`src/rtl/quadrature_edge_speed_tracker_macros.svh`:
```
// assertion macros for the quadrature edge speed tracker
// used by the top level only, no other dependencies
`ifndef QUADRATURE_EDGE_SPEED_TRACKER_MACROS_SVH
`define QUADRATURE_EDGE_SPEED_TRACKER_MACROS_SVH

// same-cycle implication, disabled during reset
`define QEST_ASSERT_NOW(label, clk, rstn, ante, cons, msg) \
  label: assert property (@(posedge clk) disable iff (!rstn) (ante) |-> (cons)) \
    else $error(msg);

// next-cycle implication, disabled during reset
`define QEST_ASSERT_NEXT(label, clk, rstn, ante, cons, msg) \
  label: assert property (@(posedge clk) disable iff (!rstn) (ante) |=> (cons)) \
    else $error(msg);

`endif

```
`src/rtl/qest_pkg.sv`:
```
// shared constants, codes and types of the quadrature edge speed tracker
// no dependencies
package qest_pkg;

  // channel and field sizes
  localparam int NUM_CHANNELS = 2;
  localparam int CH_BITS      = (NUM_CHANNELS > 1) ? $clog2(NUM_CHANNELS) : 1;
  localparam int STAMP_BITS   = 16;
  localparam int PATH_BITS    = 32;
  localparam int SPEED_BITS   = 33;
  localparam int SCALE_BITS   = 32;
  localparam int MS_BITS      = 32;
  localparam int DELAY_BITS   = 16;
  localparam int INV_BITS     = 2;
  localparam int WARM_BITS    = 2;
  localparam int KIND_BITS    = 2;
  localparam int CFG_IDX_BITS = 2;
  localparam int CFG_DATA_BITS = 32;

  localparam logic [WARM_BITS-1:0] WARM_FULL = WARM_BITS'(2);

  // register reset values
  localparam logic [DELAY_BITS-1:0] ZERO_DELAY_RST  = DELAY_BITS'(50);
  localparam logic [SCALE_BITS-1:0] SPEED_SCALE_RST = SCALE_BITS'(804247719);

  // queue between classifier and divider
  localparam int FIFO_DEPTH    = 2;
  localparam int FIFO_PTR_BITS = (FIFO_DEPTH > 1) ? $clog2(FIFO_DEPTH) : 1;
  localparam int FIFO_CNT_BITS = $clog2(FIFO_DEPTH + 1);

  // serial divider, one quotient bit per cycle
  localparam int DIV_STEPS    = SCALE_BITS;
  localparam int DIV_CNT_BITS = $clog2(DIV_STEPS);

  typedef enum logic [KIND_BITS-1:0] {
    KIND_EDGE  = 2'd0,
    KIND_QUERY = 2'd1,
    KIND_CLEAR = 2'd2
  } kind_e;

  typedef enum logic [CFG_IDX_BITS-1:0] {
    CFG_ZERO_DELAY  = 2'd0,
    CFG_SPEED_SCALE = 2'd1,
    CFG_INVERT_MASK = 2'd2,
    CFG_SWAP        = 2'd3
  } cfg_idx_e;

  typedef enum logic [1:0] {
    BK_IDLE,
    BK_DIV,
    BK_DONE
  } back_state_e;

  // one classified transaction waiting for the divider
  typedef struct packed {
    logic [PATH_BITS-1:0]  path;
    logic                  speed_valid;
    logic                  back;
    logic [STAMP_BITS-1:0] delta;
    logic [SCALE_BITS-1:0] scale;
  } entry_t;

  typedef struct packed {
    logic full;
    logic empty;
  } fifo_stat_t;

endpackage

```
`src/rtl/quadrature_edge_speed_tracker.sv`:
```
// top level of the quadrature edge speed tracker
// depends on qest_pkg, qest_front, qest_fifo, qest_back and the assertion macro header

// Two-channel quadrature encoder tracker. Edge transactions update the channel's
// path count, direction, capture stamps and warm-up state; query and clear
// transactions report (and for clear, zero) a channel's path. Every accepted
// transaction yields one result with path, speed, speed-valid and direction.
// The front end takes one transaction per cycle, while the queue is not full,
// into a two-entry queue; the back end computes speed with a serial restoring
// divider, one quotient bit per cycle. A result with valid speed passes from
// the queue through a load, 32 divide steps and the output register; a result
// with invalid speed skips the divider. The back end takes a new entry from the
// queue only after the output register is taken on out_ready_i. Config writes
// are always accepted and are expected only while the block is idle.
module quadrature_edge_speed_tracker
  import qest_pkg::*;
(
  input  logic                         clk_i,
  input  logic                         rst_ni,
  input  logic                         in_valid_i,
  output logic                         in_ready_o,
  input  logic [KIND_BITS-1:0]         kind_i,
  input  logic                         channel_sel_i,
  input  logic [STAMP_BITS-1:0]        capture_stamp_i,
  input  logic                         phase_a_i,
  input  logic                         phase_b_i,
  input  logic [MS_BITS-1:0]           now_ms_i,
  output logic                         out_valid_o,
  input  logic                         out_ready_i,
  output logic signed [PATH_BITS-1:0]  path_count_o,
  output logic signed [SPEED_BITS-1:0] speed_q16_o,
  output logic                         speed_valid_o,
  output logic                         moving_back_o,
  input  logic                         cfg_valid_i,
  output logic                         cfg_ready_o,
  input  logic [CFG_IDX_BITS-1:0]      cfg_index_i,
  input  logic [CFG_DATA_BITS-1:0]     cfg_data_i
);

  logic       push;
  entry_t     push_data;
  logic       pop;
  entry_t     pop_data;
  fifo_stat_t fifo_stat;

  // classifier and channel state
  qest_front u_front (
    .clk_i           (clk_i),
    .rst_ni          (rst_ni),
    .in_valid_i      (in_valid_i),
    .in_ready_o      (in_ready_o),
    .kind_i          (kind_i),
    .channel_sel_i   (channel_sel_i),
    .capture_stamp_i (capture_stamp_i),
    .phase_a_i       (phase_a_i),
    .phase_b_i       (phase_b_i),
    .now_ms_i        (now_ms_i),
    .cfg_valid_i     (cfg_valid_i),
    .cfg_ready_o     (cfg_ready_o),
    .cfg_index_i     (cfg_index_i),
    .cfg_data_i      (cfg_data_i),
    .push_o          (push),
    .push_data_o     (push_data),
    .fifo_stat_i     (fifo_stat)
  );

  // decoupling queue
  qest_fifo u_fifo (
    .clk_i       (clk_i),
    .rst_ni      (rst_ni),
    .push_i      (push),
    .push_data_i (push_data),
    .pop_i       (pop),
    .pop_data_o  (pop_data),
    .stat_o      (fifo_stat)
  );

  // divider and result register
  qest_back u_back (
    .clk_i         (clk_i),
    .rst_ni        (rst_ni),
    .pop_o         (pop),
    .pop_data_i    (pop_data),
    .fifo_stat_i   (fifo_stat),
    .out_valid_o   (out_valid_o),
    .out_ready_i   (out_ready_i),
    .path_count_o  (path_count_o),
    .speed_q16_o   (speed_q16_o),
    .speed_valid_o (speed_valid_o),
    .moving_back_o (moving_back_o)
  );

  // checks
  `include "quadrature_edge_speed_tracker_macros.svh"

  `QEST_ASSERT_NOW(a_invalid_speed_zero, clk_i, rst_ni, out_valid_o && !speed_valid_o, speed_q16_o == '0, "speed nonzero while not valid")
  `QEST_ASSERT_NOW(a_forward_speed_sign, clk_i, rst_ni, out_valid_o && !moving_back_o, !speed_q16_o[SPEED_BITS-1], "forward speed is negative")
  `QEST_ASSERT_NEXT(a_push_lands, clk_i, rst_ni, in_valid_i && in_ready_o, !fifo_stat.empty, "accepted transaction missing from queue")

endmodule

```
`src/rtl/qest_fifo.sv`:
```
// small register queue between the front classifier and the divider back end
// depends on qest_pkg
module qest_fifo
  import qest_pkg::*;
(
  input  logic       clk_i,
  input  logic       rst_ni,
  input  logic       push_i,
  input  entry_t     push_data_i,
  input  logic       pop_i,
  output entry_t     pop_data_o,
  output fifo_stat_t stat_o
);

  entry_t                   mem_q [FIFO_DEPTH];
  logic [FIFO_PTR_BITS-1:0] wr_ptr_q, wr_ptr_d;
  logic [FIFO_PTR_BITS-1:0] rd_ptr_q, rd_ptr_d;
  logic [FIFO_CNT_BITS-1:0] cnt_q, cnt_d;

  // status
  assign stat_o.full  = (cnt_q == FIFO_CNT_BITS'(FIFO_DEPTH));
  assign stat_o.empty = (cnt_q == '0);
  assign pop_data_o   = mem_q[rd_ptr_q];

  // pointer and count update
  always_comb begin
    wr_ptr_d = wr_ptr_q;
    rd_ptr_d = rd_ptr_q;
    cnt_d    = cnt_q;
    if (push_i) begin
      wr_ptr_d = (wr_ptr_q == FIFO_PTR_BITS'(FIFO_DEPTH - 1)) ? '0
                 : wr_ptr_q + FIFO_PTR_BITS'(1);
    end
    if (pop_i) begin
      rd_ptr_d = (rd_ptr_q == FIFO_PTR_BITS'(FIFO_DEPTH - 1)) ? '0
                 : rd_ptr_q + FIFO_PTR_BITS'(1);
    end
    if (push_i && !pop_i) begin
      cnt_d = cnt_q + FIFO_CNT_BITS'(1);
    end else if (pop_i && !push_i) begin
      cnt_d = cnt_q - FIFO_CNT_BITS'(1);
    end
  end

  always_ff @(posedge clk_i or negedge rst_ni) begin
    if (!rst_ni) begin
      wr_ptr_q <= '0;
      rd_ptr_q <= '0;
      cnt_q    <= '0;
    end else begin
      wr_ptr_q <= wr_ptr_d;
      rd_ptr_q <= rd_ptr_d;
      cnt_q    <= cnt_d;
    end
  end

  // entry storage
  always_ff @(posedge clk_i) begin
    if (push_i) begin
      mem_q[wr_ptr_q] <= push_data_i;
    end
  end

endmodule

```
`src/rtl/qest_front.sv`:
```
// front end: config registers, per-channel edge state and transaction classification
// depends on qest_pkg, pushes one entry per accepted transaction into qest_fifo
module qest_front
  import qest_pkg::*;
(
  input  logic                     clk_i,
  input  logic                     rst_ni,
  input  logic                     in_valid_i,
  output logic                     in_ready_o,
  input  logic [KIND_BITS-1:0]     kind_i,
  input  logic                     channel_sel_i,
  input  logic [STAMP_BITS-1:0]    capture_stamp_i,
  input  logic                     phase_a_i,
  input  logic                     phase_b_i,
  input  logic [MS_BITS-1:0]       now_ms_i,
  input  logic                     cfg_valid_i,
  output logic                     cfg_ready_o,
  input  logic [CFG_IDX_BITS-1:0]  cfg_index_i,
  input  logic [CFG_DATA_BITS-1:0] cfg_data_i,
  output logic                     push_o,
  output entry_t                   push_data_o,
  input  fifo_stat_t               fifo_stat_i
);

  // configuration registers
  logic [DELAY_BITS-1:0] zero_delay_q;
  logic [SCALE_BITS-1:0] scale_q;
  logic [INV_BITS-1:0]   invert_q;
  logic                  swap_q;

  // per-channel state
  logic [PATH_BITS-1:0]  path_q [NUM_CHANNELS];
  logic [STAMP_BITS-1:0] prev_q [NUM_CHANNELS];
  logic [STAMP_BITS-1:0] cur_q  [NUM_CHANNELS];
  logic                  back_q [NUM_CHANNELS];
  logic [MS_BITS-1:0]    last_q [NUM_CHANNELS];
  logic [WARM_BITS-1:0]  warm_q [NUM_CHANNELS];

  logic                  accept;
  logic                  is_edge;
  logic                  is_clear;
  logic                  ch_raw;
  logic [CH_BITS-1:0]    ch;
  logic [PATH_BITS-1:0]  path_r;
  logic [STAMP_BITS-1:0] cur_r;
  logic                  back_r;
  logic [MS_BITS-1:0]    last_r;
  logic [WARM_BITS-1:0]  warm_r;
  logic [MS_BITS-1:0]    age;
  logic [WARM_BITS-1:0]  warm_inc;
  logic                  fwd;
  logic [PATH_BITS-1:0]  path_d;
  logic [STAMP_BITS-1:0] prev_d;
  logic [STAMP_BITS-1:0] cur_d;
  logic                  back_d;
  logic [WARM_BITS-1:0]  warm_d;
  logic                  rep_valid;
  logic [STAMP_BITS-1:0] delta_raw;

  assign cfg_ready_o = 1'b1;
  assign in_ready_o  = !fifo_stat_i.full;
  assign accept      = in_valid_i && in_ready_o;
  assign push_o      = accept;

  // channel decode: edges address the physical channel, others honor the swap
  assign is_edge  = (kind_i == KIND_EDGE);
  assign is_clear = (kind_i == KIND_CLEAR);
  assign ch_raw   = is_edge ? channel_sel_i : (channel_sel_i ^ swap_q);
  assign ch       = CH_BITS'(int'(ch_raw) % NUM_CHANNELS);

  assign path_r = path_q[ch];
  assign cur_r  = cur_q[ch];
  assign back_r = back_q[ch];
  assign last_r = last_q[ch];
  assign warm_r = warm_q[ch];

  // edge bookkeeping
  assign age      = now_ms_i - last_r;
  assign warm_inc = (warm_r < WARM_FULL) ? warm_r + WARM_BITS'(1) : warm_r;
  assign fwd      = phase_a_i ^ phase_b_i ^ invert_q[ch[0]];

  // post-update channel state for the reported channel
  always_comb begin
    path_d    = path_r;
    prev_d    = prev_q[ch];
    cur_d     = cur_r;
    back_d    = back_r;
    warm_d    = warm_r;
    rep_valid = (warm_r == WARM_FULL) && (age <= MS_BITS'(zero_delay_q));
    if (is_edge) begin
      prev_d    = cur_r;
      cur_d     = capture_stamp_i;
      warm_d    = (age >= MS_BITS'(zero_delay_q)) ? '0 : warm_inc;
      path_d    = fwd ? path_r + PATH_BITS'(1) : path_r - PATH_BITS'(1);
      back_d    = !fwd;
      // the edge time becomes the last edge, so the age reads as zero
      rep_valid = (warm_d == WARM_FULL);
    end else if (is_clear) begin
      path_d = '0;
    end
  end

  // capture delta with wrap, zero taken as one
  always_comb begin
    delta_raw = (cur_d > prev_d) ? cur_d - prev_d : ~(prev_d - cur_d);
    push_data_o.path        = path_d;
    push_data_o.speed_valid = rep_valid;
    push_data_o.back        = back_d;
    push_data_o.delta       = (delta_raw == '0) ? STAMP_BITS'(1) : delta_raw;
    push_data_o.scale       = scale_q;
  end

  // configuration writes
  always_ff @(posedge clk_i or negedge rst_ni) begin
    if (!rst_ni) begin
      zero_delay_q <= ZERO_DELAY_RST;
      scale_q      <= SPEED_SCALE_RST;
      invert_q     <= '0;
      swap_q       <= 1'b0;
    end else if (cfg_valid_i) begin
      case (cfg_index_i)
        CFG_ZERO_DELAY:  zero_delay_q <= cfg_data_i[DELAY_BITS-1:0];
        CFG_SPEED_SCALE: scale_q      <= cfg_data_i[SCALE_BITS-1:0];
        CFG_INVERT_MASK: invert_q     <= cfg_data_i[INV_BITS-1:0];
        CFG_SWAP:        swap_q       <= cfg_data_i[0];
        default: ;
      endcase
    end
  end

  // channel state update
  always_ff @(posedge clk_i or negedge rst_ni) begin
    if (!rst_ni) begin
      for (int i = 0; i < NUM_CHANNELS; i++) begin
        path_q[i] <= '0;
        prev_q[i] <= '0;
        cur_q[i]  <= '0;
        back_q[i] <= 1'b0;
        last_q[i] <= '0;
        warm_q[i] <= '0;
      end
    end else if (accept) begin
      path_q[ch] <= path_d;
      if (is_edge) begin
        prev_q[ch] <= prev_d;
        cur_q[ch]  <= cur_d;
        back_q[ch] <= back_d;
        last_q[ch] <= now_ms_i;
        warm_q[ch] <= warm_d;
      end
    end
  end

endmodule

```
`src/rtl/qest_back.sv`:
```
// back end: serial speed divider and result output register
// depends on qest_pkg, pops entries from qest_fifo
module qest_back
  import qest_pkg::*;
(
  input  logic                         clk_i,
  input  logic                         rst_ni,
  output logic                         pop_o,
  input  entry_t                       pop_data_i,
  input  fifo_stat_t                   fifo_stat_i,
  output logic                         out_valid_o,
  input  logic                         out_ready_i,
  output logic signed [PATH_BITS-1:0]  path_count_o,
  output logic signed [SPEED_BITS-1:0] speed_q16_o,
  output logic                         speed_valid_o,
  output logic                         moving_back_o
);

  back_state_e              state_q, state_d;
  logic [DIV_CNT_BITS-1:0]  cnt_q;
  logic                     last_step;

  logic [PATH_BITS-1:0]     path_q;
  logic                     valid_q;
  logic                     back_q;
  logic [STAMP_BITS-1:0]    dvs_q;
  logic [SCALE_BITS-1:0]    quo_q, quo_d;
  logic [STAMP_BITS-1:0]    rem_q, rem_d;
  logic [SPEED_BITS-1:0]    speed_q, speed_d;

  logic [STAMP_BITS:0]      rem_sh;
  logic                     ge;
  logic [SPEED_BITS-1:0]    quo_ext;

  assign last_step = (cnt_q == DIV_CNT_BITS'(DIV_STEPS - 1));

  // next state
  always_comb begin
    state_d = state_q;
    case (state_q)
      BK_IDLE: begin
        if (!fifo_stat_i.empty) begin
          state_d = pop_data_i.speed_valid ? BK_DIV : BK_DONE;
        end
      end
      BK_DIV: begin
        if (last_step) begin
          state_d = BK_DONE;
        end
      end
      BK_DONE: begin
        if (out_ready_i) begin
          state_d = BK_IDLE;
        end
      end
      default: state_d = BK_IDLE;
    endcase
  end

  // state outputs
  always_comb begin
    pop_o       = 1'b0;
    out_valid_o = 1'b0;
    case (state_q)
      BK_IDLE: pop_o       = !fifo_stat_i.empty;
      BK_DONE: out_valid_o = 1'b1;
      default: ;
    endcase
  end

  always_ff @(posedge clk_i or negedge rst_ni) begin
    if (!rst_ni) begin
      state_q <= BK_IDLE;
      cnt_q   <= '0;
    end else begin
      state_q <= state_d;
      if (pop_o) begin
        cnt_q <= '0;
      end else if (state_q == BK_DIV) begin
        cnt_q <= cnt_q + DIV_CNT_BITS'(1);
      end
    end
  end

  // restoring divide step, one quotient bit per cycle
  always_comb begin
    rem_sh  = {rem_q, quo_q[SCALE_BITS-1]};
    ge      = (rem_sh >= {1'b0, dvs_q});
    rem_d   = ge ? STAMP_BITS'(rem_sh - {1'b0, dvs_q}) : rem_sh[STAMP_BITS-1:0];
    quo_d   = {quo_q[SCALE_BITS-2:0], ge};
    quo_ext = {1'b0, quo_d};
    speed_d = back_q ? (~quo_ext + SPEED_BITS'(1)) : quo_ext;
  end

  // payload registers
  always_ff @(posedge clk_i) begin
    if (pop_o) begin
      path_q  <= pop_data_i.path;
      valid_q <= pop_data_i.speed_valid;
      back_q  <= pop_data_i.back;
      dvs_q   <= pop_data_i.delta;
      quo_q   <= pop_data_i.scale;
      rem_q   <= '0;
      speed_q <= '0;
    end else if (state_q == BK_DIV) begin
      quo_q <= quo_d;
      rem_q <= rem_d;
      if (last_step) begin
        speed_q <= speed_d;
      end
    end
  end

  assign path_count_o  = $signed(path_q);
  assign speed_q16_o   = $signed(speed_q);
  assign speed_valid_o = valid_q;
  assign moving_back_o = back_q;

endmodule
```
`config.mk`:
```
export PLATFORM = sky130hd
export DESIGN_NAME = quadrature_edge_speed_tracker
export DESIGN_NICKNAME = d
export VERILOG_FILES = /design/src/rtl/qest_pkg.sv /design/src/rtl/quadrature_edge_speed_tracker.sv /design/src/rtl/qest_fifo.sv /design/src/rtl/qest_front.sv /design/src/rtl/qest_back.sv
export VERILOG_INCLUDE_DIRS = /design/src /design/src/rtl
export SDC_FILE = /design/constraint.sdc
export NUM_CORES = 1
export LEC_CHECK = 0
export BUFFER_PORTS_ARGS = -buffer_cell sky130_fd_sc_hd__buf_2
export CAP_MARGIN = 5
export CORE_UTILIZATION = 45
export CTS_BUF_LIST = sky130_fd_sc_hd__clkbuf_4 sky130_fd_sc_hd__clkbuf_8 sky130_fd_sc_hd__clkbuf_16
export DETAILED_ROUTE_END_ITERATION = 8
export PLACE_DENSITY = 0.7
export SLEW_MARGIN = 20
export SYNTH_ARGS = -nofsm -noshare
export SYNTH_HDL_FRONTEND = slang
export SYNTH_HIERARCHICAL = 1
export SYNTH_SLANG_ARGS = --single-unit
```
`constraint.sdc`:
```
create_clock -name clk_i -period 7.6 [get_ports clk_i]
set_input_delay 0.38 -clock clk_i [delete_from_list [all_inputs] [get_ports clk_i]]
set_output_delay 0.38 -clock clk_i [all_outputs]
set_load 0.1 [all_outputs]
```
### Word level (Yosys, flattened, before mapping)

Memory sizes are Yosys's and may differ from the RTL's.
Cells that the tools add are included.

| storage, ports and cells | value |
|---|---|
| register bits | 391 |
| bits in writable memories | 164 |
| input bits | 92 |
| memories | 1 |

Memories:

| memory | depth | width | rd ports | clocked after Yosys merged registers in | write ports | RTL line | RTL |
|---|---|---|---|---|---|---|---|
| u_fifo.mem_q | 2 | 82 | 1 | 0 | 1 | qest_fifo.sv:15 | `entry_t mem_q [FIFO_DEPTH];` |

| operators by class | value |
|---|---|
| add/sub/neg operators | 13 |
| magnitude comparators | 8 |
| equal/unequal tests | 13 |
| multiplexer cells | 66 |
| bitwise logic cells | 6 |
| reductions and logical operators | 24 |

Operators with widths:

| operator | count |
|---|---|
| 32-bit two-way mux | 12 |
| 16-bit two-way mux | 12 |
| 64-bit bitwise mux | 2 |
| 32-bit bitwise mux | 2 |
| 16-bit subtractor | 3 |
| 33-bit by 1-bit adder with 33-bit output, second input constant | 1 |
| 33-bit two-way mux | 1 |
| 32-bit inverter with 33-bit output | 1 |
| 32-bit by 1-bit adder with 32-bit output, second input constant | 1 |
| 32-bit demux with 1-bit select | 1 |
| 32-bit by 16-bit greater-or-equal comparator with 1-bit output | 1 |
| 32-bit by 16-bit less-or-equal comparator with 1-bit output | 1 |
| 32-bit by 1-bit subtractor with 32-bit output, second input constant | 1 |
| 32-bit subtractor | 1 |
| 2-bit two-way mux | 13 |
| 17-bit by 16-bit greater-or-equal comparator with 1-bit output | 1 |
| 16-bit demux with 1-bit select | 1 |
| 16-bit greater-than comparator | 1 |
| 16-bit zero test | 1 |
| 16-bit inverter | 1 |
| 1-bit two-way mux | 15 |
| 2-bit equality test, second input constant | 7 |
| 2-bit AND reduction | 6 |
| 5-bit two-way mux | 2 |
| 24 further kinds | 42 |

### Logic depth before layout (Yosys ltp)

Gate-level depths: netlist of the first run.

| depth | value |
|---|---|
| depth in word-level cells | 12 |
| depth in mapped cells | 26 |
| depth with buffers taken out | 22 |

### Modules after synthesis

Netlist of the first run, hierarchy kept.

Modules (own cells, without submodules):

| module | times used | cells an instance | area each (µm²) | sequential area each (µm²) |
|---|---|---|---|---|
| qest_front | 1 | 1940 | 16884.9 | 6261.0 |
| qest_back | 1 | 621 | 6463.7 | 3618.5 |
| qest_fifo | 1 | 271 | 6453.7 | 5024.8 |

### Worst setup path before layout of the first run

Ideal clock, no wire load.

| timing path | value |
|---|---|
| kind | flip-flop to flip-flop |
| from | register u_fifo.cnt_q[1] |
| to | memory u_fifo/mem_q[0][0] (netlist name), enable pin |
| library setup time | 0.533 ns |
| arrival | 5.148 ns |
| path slack | 1.920 ns |
| cell stages (with the launch flop) | 6 |
| path buffers | 0 |
| period minus slack after synthesis | 5.680 ns |
| cell sequence | dfrtp_1 > nor2b_1 > inv_1 > nand2_1 > inv_1 > nor2b_1 |

RTL lines:

| what | RTL line | RTL |
|---|---|---|
| start: declaration | qest_fifo.sv:18 | `logic [FIFO_CNT_BITS-1:0] cnt_q, cnt_d;` |
| start signal: assignment | qest_fifo.sv:53 | `cnt_q <= cnt_d;` |
| end: declaration | qest_fifo.sv:15 |  |

==> results of run 1 <==
## routing by layer
metal  wire, µm  up-vias  global-route usage [%]  part of all wire [%]
li1           -    10490                       -                     -
met3       3101      135                   3.163                   4.4
met5         38        -                       0                 0.055
met4       1995        6                   6.830                   2.9
met2      33350      478                   34.82                    48
met1      31210    10510                   27.09                    45
## critical path, stage by stage (launching register included)
cell and delay (ns):
dfrtp_1 0.44, o21ai_2 0.16, xor2_4 0.53, buf_4 0.46, mux2i_1 0.30, nand2_1 0.09, o21ai_0 0.21, inv_1 0.08
ha_1 0.47, nand3_1 0.23, or4b_4 0.57, o221a_2 0.23, nand2_1 0.26, o211ai_1 0.23, a2111oi_2 0.38, nand4_1 0.19
o31ai_2 0.23
## worst max-delay path by stage
stage,from,to,cells after the start
after floorplan,u_fifo/cnt_q[1]$_DFFE_PN0P_,u_fifo/mem_q[0][0]$_DFFE_PP_,5
after global placement,kind_i[1],u_fifo/mem_q[0][32]$_DFFE_PP_,19
after detailed placement,kind_i[1],u_fifo/mem_q[0][32]$_DFFE_PP_,19
after CTS,u_front/swap_q$_DFFE_PN0P_,u_fifo/mem_q[1][32]$_DFFE_PP_,17
after global routing,u_front/swap_q$_DFFE_PN0P_,u_fifo/mem_q[1][32]$_DFFE_PP_,18
final,u_front/swap_q$_DFFE_PN0P_,u_fifo/mem_q[1][32]$_DFFE_PP_,16
## sequential cells by signal, summed over array words and instances (netlist names), 4 cells and up
signal	flops
u_back/cnt_q	5
u_back/dvs_q	16
u_back/path_count_o	32
u_back/quo_q	32
u_back/rem_q	16
u_back/speed_q16_o	33
u_fifo/mem_q	164
u_front/cur_q	32
u_front/last_q	64
u_front/path_q	64
u_front/prev_q	32
u_front/scale_q	32
u_front/warm_q	4
u_front/zero_delay_q	16
## logic make-up after synthesis
group / after synthesis / synth area share [%]
and+or+nand+nor: 904 / 13.90
AOI/OAI and AO/OA: 645 / 13.90
DFF: 555 / 50.01
buffers and inverters: 257 / 3.867
muxes: 246 / 9.870
adders and majority gates: 135 / 5.794
xor gates and xnor gates: 89 / 2.641
other: 1 / 0.01258
## layout by cell type, fill, tap and decap left out, types with 12 or more instances in the layout
cell | netlist | layout
nand2_1 | 487 | 487
edfxtp_1 | 246 | 246
dfrtp_1 | 236 | 235
buf_2 | 25 | 159
a21oi_1 | 155 | 155
o21ai_0 | 150 | 150
nor2_1 | 134 | 131
ha_1 | 130 | 130
inv_1 | 114 | 113
mux2_2 | 102 | 102
mux2i_1 | 73 | 73
mux2_4 | 70 | 70
o21ai_1 | 63 | 63
clkbuf_16 | 0 | 61
nand3_1 | 55 | 54
dlygate4sd3_1 | 0 | 52
xor2_1 | 49 | 49
dfxtp_1 | 49 | 49
a211oi_1 | 39 | 39
a21o_1 | 38 | 38
xnor2_1 | 39 | 38
nor3_1 | 36 | 35
nor2b_1 | 33 | 32
o211ai_1 | 25 | 25
buf_4 | 5 | 24
dfstp_2 | 24 | 24
nand4_1 | 23 | 23
o21a_1 | 21 | 21
and3_1 | 19 | 19
nand2b_1 | 19 | 19
a31oi_1 | 18 | 18
clkbuf_4 | 0 | 15
o31ai_1 | 14 | 14
or3_1 | 14 | 12
and2_1 | 14 | 12
a22oi_1 | 12 | 12
## layout make-up
class / count / area share [%]
flip-flops and latches: 555 / 43.96
well taps: 855 / 3.154
repair buffers: 239 / 4.604
clock buffers: 81 / 5.036
inverters: 116 / 1.291
clock inverters: 31 / 1.140
diodes: 2 / 0.01476
multi-input cells: 2020 / 40.80
## metrics by stage
| stage | instance area (µm²) | cells | util [%] | hold slack, ns | setup WS (ns) |
|---|---|---|---|---|---|
| after floorplan | 29800 | 2832 | - | 0.08441 | 1.920 |
| after global placement | 31260 | 3732 | 48.14 | 0.4244 | 2.079 |
| after detailed placement | 31260 | 3732 | 48.14 | 0.4415 | 2.048 |
| after CTS | 33870 | 3896 | 52.17 | 0.001612 | 2.350 |
| after global routing | 33910 | 3899 | 52.23 | 0.02196 | 1.909 |
| final | 33910 | 3899 | 52.23 | 0.03177 | 2.331 |
## power by group through the flow
stage | Combinational (W) | Clock, W | Sequential, W
after CTS | 0.00816 | 0.00312 | 0.00533
after floorplan | 0.00584 | 0 | 0.00587
after global routing | 0.00900 | 0.00324 | 0.00546
final | 0.00819 | 0.00304 | 0.00532
after global placement | 0.00791 | 0 | 0.00531
after detailed placement | 0.00809 | 0 | 0.00538
## what timing repair did
action / CTS / global route
hold endpoints to repair: 146 / 0
hold buffers: 52 / 0
setup endpoints to repair: 0 / 0
==> results.sh, run 1 <==
export IMPL_ys_ff_latch=555
export IMPL_avgSynthCellArea_um2=10.52
export IMPL_grt_use_total_pct=20.65
export IMPL_fin_setup_tns_ns=0
export IMPL_rrSetupSlack_ns=2.33
export IMPL_viasPerCell=5.544
export IMPL_synth_ff_type="edfxtp_1"
export IMPL_crit_type="reg2reg"
export IMPL_multi_input_area_um2=13840
export IMPL_fp_dieW_um=259.3
export IMPL_clock_latency_ns=0.63
export IMPL_yosysSeqAreaShare_pct=50.01
export IMPL_yosysMostFrequentCell="nand2_1"
export IMPL_hold_path_end="u_front/zero_delay_q[4]$_DFFE_PN1P_"
export IMPL_rows=93
export IMPL_rr_startpoint="u_front/swap_q$_DFFE_PN0P_"
export IMPL_syn_cell_area_um2=29800
export IMPL_min_path_type="in2reg"
export IMPL_tightestPinTransition_ns=1.071
export IMPL_r2r_end="u_fifo/mem_q[1][32]$_DFFE_PP_"
export IMPL_final_seq_area_um2=14910
export IMPL_combinationalPowerShare_pct=49.5
export IMPL_finalHoldViolCount=0
export IMPL_holdPathStages=3
export IMPL_fin_nets=3218
export IMPL_max_slew_margin_pct=28.61
export IMPL_finalCritPeriodShare_pct=69.33
export IMPL_min_delay_start="cfg_data_i[4]"
export IMPL_drtIter0Drc=1275
export IMPL_period_minus_slack_ns=5.269
export IMPL_end_kind="register"
export IMPL_ctsResizeCount=0
export IMPL_swShare_pct=42.27
export IMPL_drtAntennaViolNets=0
export IMPL_area_growth_pct=13.80
export IMPL_dpl_hpwl_um=47790
export IMPL_overflow=0
export IMPL_synth_commonest_cells="nand2_1 (487), edfxtp_1 (246), dfrtp_1 (236)"
export IMPL_antenna_found_initial=5
export IMPL_netlist_top_cells_area="edfxtp_1 (25%), dfrtp_1 (20%), nand2_1 (6.1%), ha_1 (5.5%), mux2_2 (3.9%)"
export IMPL_ir_worst_vdd_uv=239.7
export IMPL_die_area_um2=67260
export IMPL_status="finished clean"
export IMPL_cts_tree="built"
export IMPL_cts_made_buffers=59
export IMPL_grt_pass1_wl_um=113100
export IMPL_power_density_nw_per_um2=488.1
export IMPL_crit_fanout=30
export IMPL_reg2reg_depth=16
export IMPL_post_cts_buffers=0
export IMPL_cp_data_required_time_ns=8.03
export IMPL_rsz0062_at_grt="no"
export IMPL_gp_congestion=0.9116
export IMPL_vias=21620
export IMPL_maxCapViolCount=0
export IMPL_clockBufferDepth=3
export IMPL_fp_dieH_um=259.3
export IMPL_synth_edf_count=246
export IMPL_syn_nets=3059
export IMPL_drcViolationCount=0
export IMPL_yosysWarnings=6
export IMPL_power_total_w=0.01655
export IMPL_htreeDepth=2
export IMPL_port_buffers=160
export IMPL_fillers=5713
export IMPL_drt_pass1_iterations=6
export IMPL_start_util_pct=45.90
export IMPL_synth_top_cell_by_area="edfxtp_1"
export IMPL_synth_top_area_share_pct=24.79
export IMPL_startpoint_type="register"
export IMPL_clk_pin_slew_worst_paths_ns=0.06
export IMPL_grt_pass1_vias=21740
export IMPL_synth_async_sr_flop_share_pct=46.85
export IMPL_synth_cell_type_count=106
export IMPL_num_io_pins=162
export IMPL_core_area_um2=64930
export IMPL_grt_max_degree=101
export IMPL_power_frac_seq_pct=32.2
export IMPL_fin_skew_ns=0.02053
export IMPL_fmax_ghz=0.1898
export IMPL_power_frac_clock_pct=18.4
export IMPL_p_leak_nw=14.58
export IMPL_cts_root_buf="clkbuf_16"
export IMPL_arrival_ns=5.70
export IMPL_wl_per_cell_um=17.88
export IMPL_cts_sinks=555
export IMPL_power_internal_w=0.009557
export IMPL_syn_inst=2832
export IMPL_slew_viol_final=0
export IMPL_setup_viol=0
export IMPL_wl_um=69700
export IMPL_final_layout_size_suffix_gt1_share_pct=18.24
export IMPL_p_sw_w=0.006996
No activity file was read; power rests on OpenSTA's default activity.
==> run 2: changes to the inputs <==
- PLACE_DENSITY: 0.7 -> 0.72
- clock period: 7.6 -> 4.5 ns (I/O delays scaled with it)
==> results.sh, run 2 (same netlist as run 1, synthesis figures left out) <==
export IMPL_status="finished clean"
export IMPL_rsz0062_at_grt="yes"
export IMPL_cts_made_buffers=60
export IMPL_finalCritPeriodShare_pct=98.34
export IMPL_largest_register_ffs=164
export IMPL_multi_input_area_um2=14140
export IMPL_fin_nets=3474
export IMPL_fmax_ghz=0.2260
export IMPL_cp_data_required_time_ns=4.94
export IMPL_port_buffers=160
export IMPL_final_seq_area_um2=14910
export IMPL_p_leak_nw=15.84
export IMPL_wl_per_cell_um=16.88
export IMPL_hold_ws_ns=0.04286
export IMPL_vias=22480
export IMPL_fillers=5464
export IMPL_ir_worst_vdd_uv=418.6
export IMPL_end_kind="register"
export IMPL_grt_max_degree=109
export IMPL_area_growth_pct=21.49
export IMPL_clockBufferDepth=3
export IMPL_wl_um=70170
export IMPL_setup_viol=0
export IMPL_power_density_nw_per_um2=831.0
export IMPL_maxCapViolCount=0
export IMPL_min_path_type="in2reg"
export IMPL_fin_skew_ns=0.03616
export IMPL_gp_congestion=0.9302
export IMPL_start_util_pct=45.90
export IMPL_period_minus_slack_ns=4.425
export IMPL_grt_pass1_vias=22310
export IMPL_drtIter0Drc=1462
export IMPL_rows=93
export IMPL_clk_pin_slew_worst_paths_ns=0.06
export IMPL_fp_dieW_um=259.3
export IMPL_drcViolationCount=0
export IMPL_finalHoldViolCount=0
export IMPL_cts_sinks=555
export IMPL_slew_viol_final=0
export IMPL_viasPerCell=5.408
export IMPL_cts_root_buf="clkbuf_16"
export IMPL_fin_setup_tns_ns=0
export IMPL_arrival_ns=4.87
export IMPL_crit_fanout=7
export IMPL_antenna_found_initial=4
export IMPL_top_regs="u_fifo/mem_q (164), u_front/last_q (64), u_front/path_q (64)"
export IMPL_crit_type="reg2reg"
export IMPL_final_cell_mix="nand2_1 (487), buf_4 (255), edfxtp_1 (246)"
export IMPL_htreeDepth=2
export IMPL_fp_dieH_um=259.3
export IMPL_grt_pass1_wl_um=114300
export IMPL_grt_use_total_pct=20.84
export IMPL_endpoint="u_fifo/mem_q[1][49]$_DFFE_PP_"
export IMPL_die_area_um2=67260
export IMPL_regMostFlops="u_fifo/mem_q"
export IMPL_dpl_hpwl_um=48330
export IMPL_rr_startpoint="u_front/swap_q$_DFFE_PN0P_"
export IMPL_r2r_end="u_fifo/mem_q[1][49]$_DFFE_PP_"
export IMPL_critical_path_startpoint="u_front/swap_q$_DFFE_PN0P_"
export IMPL_final_layout_size_suffix_gt1_share_pct=25.40
export IMPL_rrSetupSlack_ns=0.07
export IMPL_cts_tree="built"
export IMPL_max_slew_margin_pct=31.87
export IMPL_drt_pass1_iterations=5
export IMPL_reg2reg_depth=24
export IMPL_overflow=0
export IMPL_startpoint_type="register"
export IMPL_tightestPinTransition_ns=1.022
export IMPL_clock_latency_ns=0.64
export IMPL_drtAntennaViolNets=0
export IMPL_core_area_um2=64930
export IMPL_num_io_pins=162
export IMPL_final_common_cell="nand2_1"
## run 2: cell types whose count changed in the layout (fill, tap and decap cells not counted), sizes merged
cell         delta
buf           +237
bufinv          -2
clkbuf          +4
clkinv          +2
clkinvlp        -1
dlygate4sd3    +17
## run 2: metal layers
metal	global-route usage [%]	up-vias	share of wire [%]
li1	-	11010	-
met1	27.33	10870	44
met2	35.26	462	49
met3	3.202	133	4.2
met4	6.699	6	2.7
met5	0	-	0.046
## run 2: cell type report
type	count	area share, %
Antenna cell	2	0.01382
Clock buffer	84	4.696
Clock inverter	30	0.9538
Inverter	116	1.210
Multi-Input combinational cell	2020	39.05
Sequential cell	555	41.18
Tap cell	855	2.955
Timing Repair Buffer	494	9.949
## run 2: critical path: stages, from the launching register on
cell and delay [ns]:
dfrtp_1 0.41, o21ai_4 0.11, xor2_4 0.18, buf_4 0.14, buf_12 0.13, mux2i_4 0.23
ha_1 0.25, nor2b_4 0.13, o31a_1 0.33, nor2_1 0.10, nor2_1 0.06, o21ai_1 0.11
nand2b_1 0.08, a31oi_1 0.17, xnor2_1 0.10, ha_1 0.32, a21o_1 0.18, a21o_1 0.18
a21oi_2 0.13, o21ai_1 0.08, nor3_1 0.14, nand3_1 0.15, nor2_2 0.16, a32oi_1 0.08
nor4b_2 0.27
## run 2: per-stage QoR
stage / setup slack, ns / instances / utilization (%) / instance area, µm² / power (W)
3_5_place_dp: 0.006126 / 3952 / 50.85 / 33020 / 0.02445
4_1_cts: 0.05905 / 4135 / 55.07 / 35750 / 0.02966
2_1_floorplan: -0.06367 / 2832 / - / 29880 / 0.01980
3_3_place_gp: 0.1144 / 3952 / 50.85 / 33020 / 0.02413
6_report: 0.07489 / 4156 / 55.76 / 36210 / 0.03009
5_1_grt: -0.1826 / 4155 / 55.76 / 36200 / 0.03221
## run 2: power by group
part           internal, W  switching, W
clock network      0.00299       0.00203
registers          0.00792       0.00110
logic              0.00693       0.00912
total               0.0178        0.0122
## run 2: worst min-delay path by stage
stage / start / to / cells after the start
3_3_place_gp: rst_ni / u_front/last_q[48]$_DFFE_PN0P_ / 1
3_5_place_dp: rst_ni / u_front/last_q[15]$_DFFE_PN0P_ / 1
6_report: cfg_index_i[0] / u_front/invert_q[1]$_DFFE_PN0P_ / 3
4_1_cts: cfg_index_i[0] / u_front/invert_q[1]$_DFFE_PN0P_ / 3
2_1_floorplan: rst_ni / u_back/cnt_q[0]$_DFFE_PN0P_ / 0
5_1_grt: cfg_index_i[0] / u_front/invert_q[1]$_DFFE_PN0P_ / 3
## run 2: repair_timing
item,CTS,global route
hold buffers,69,0
resized for setup,0,60
setup buffers,0,18
setup endpoints to repair,0,29
endpoints found under the hold margin,173,0
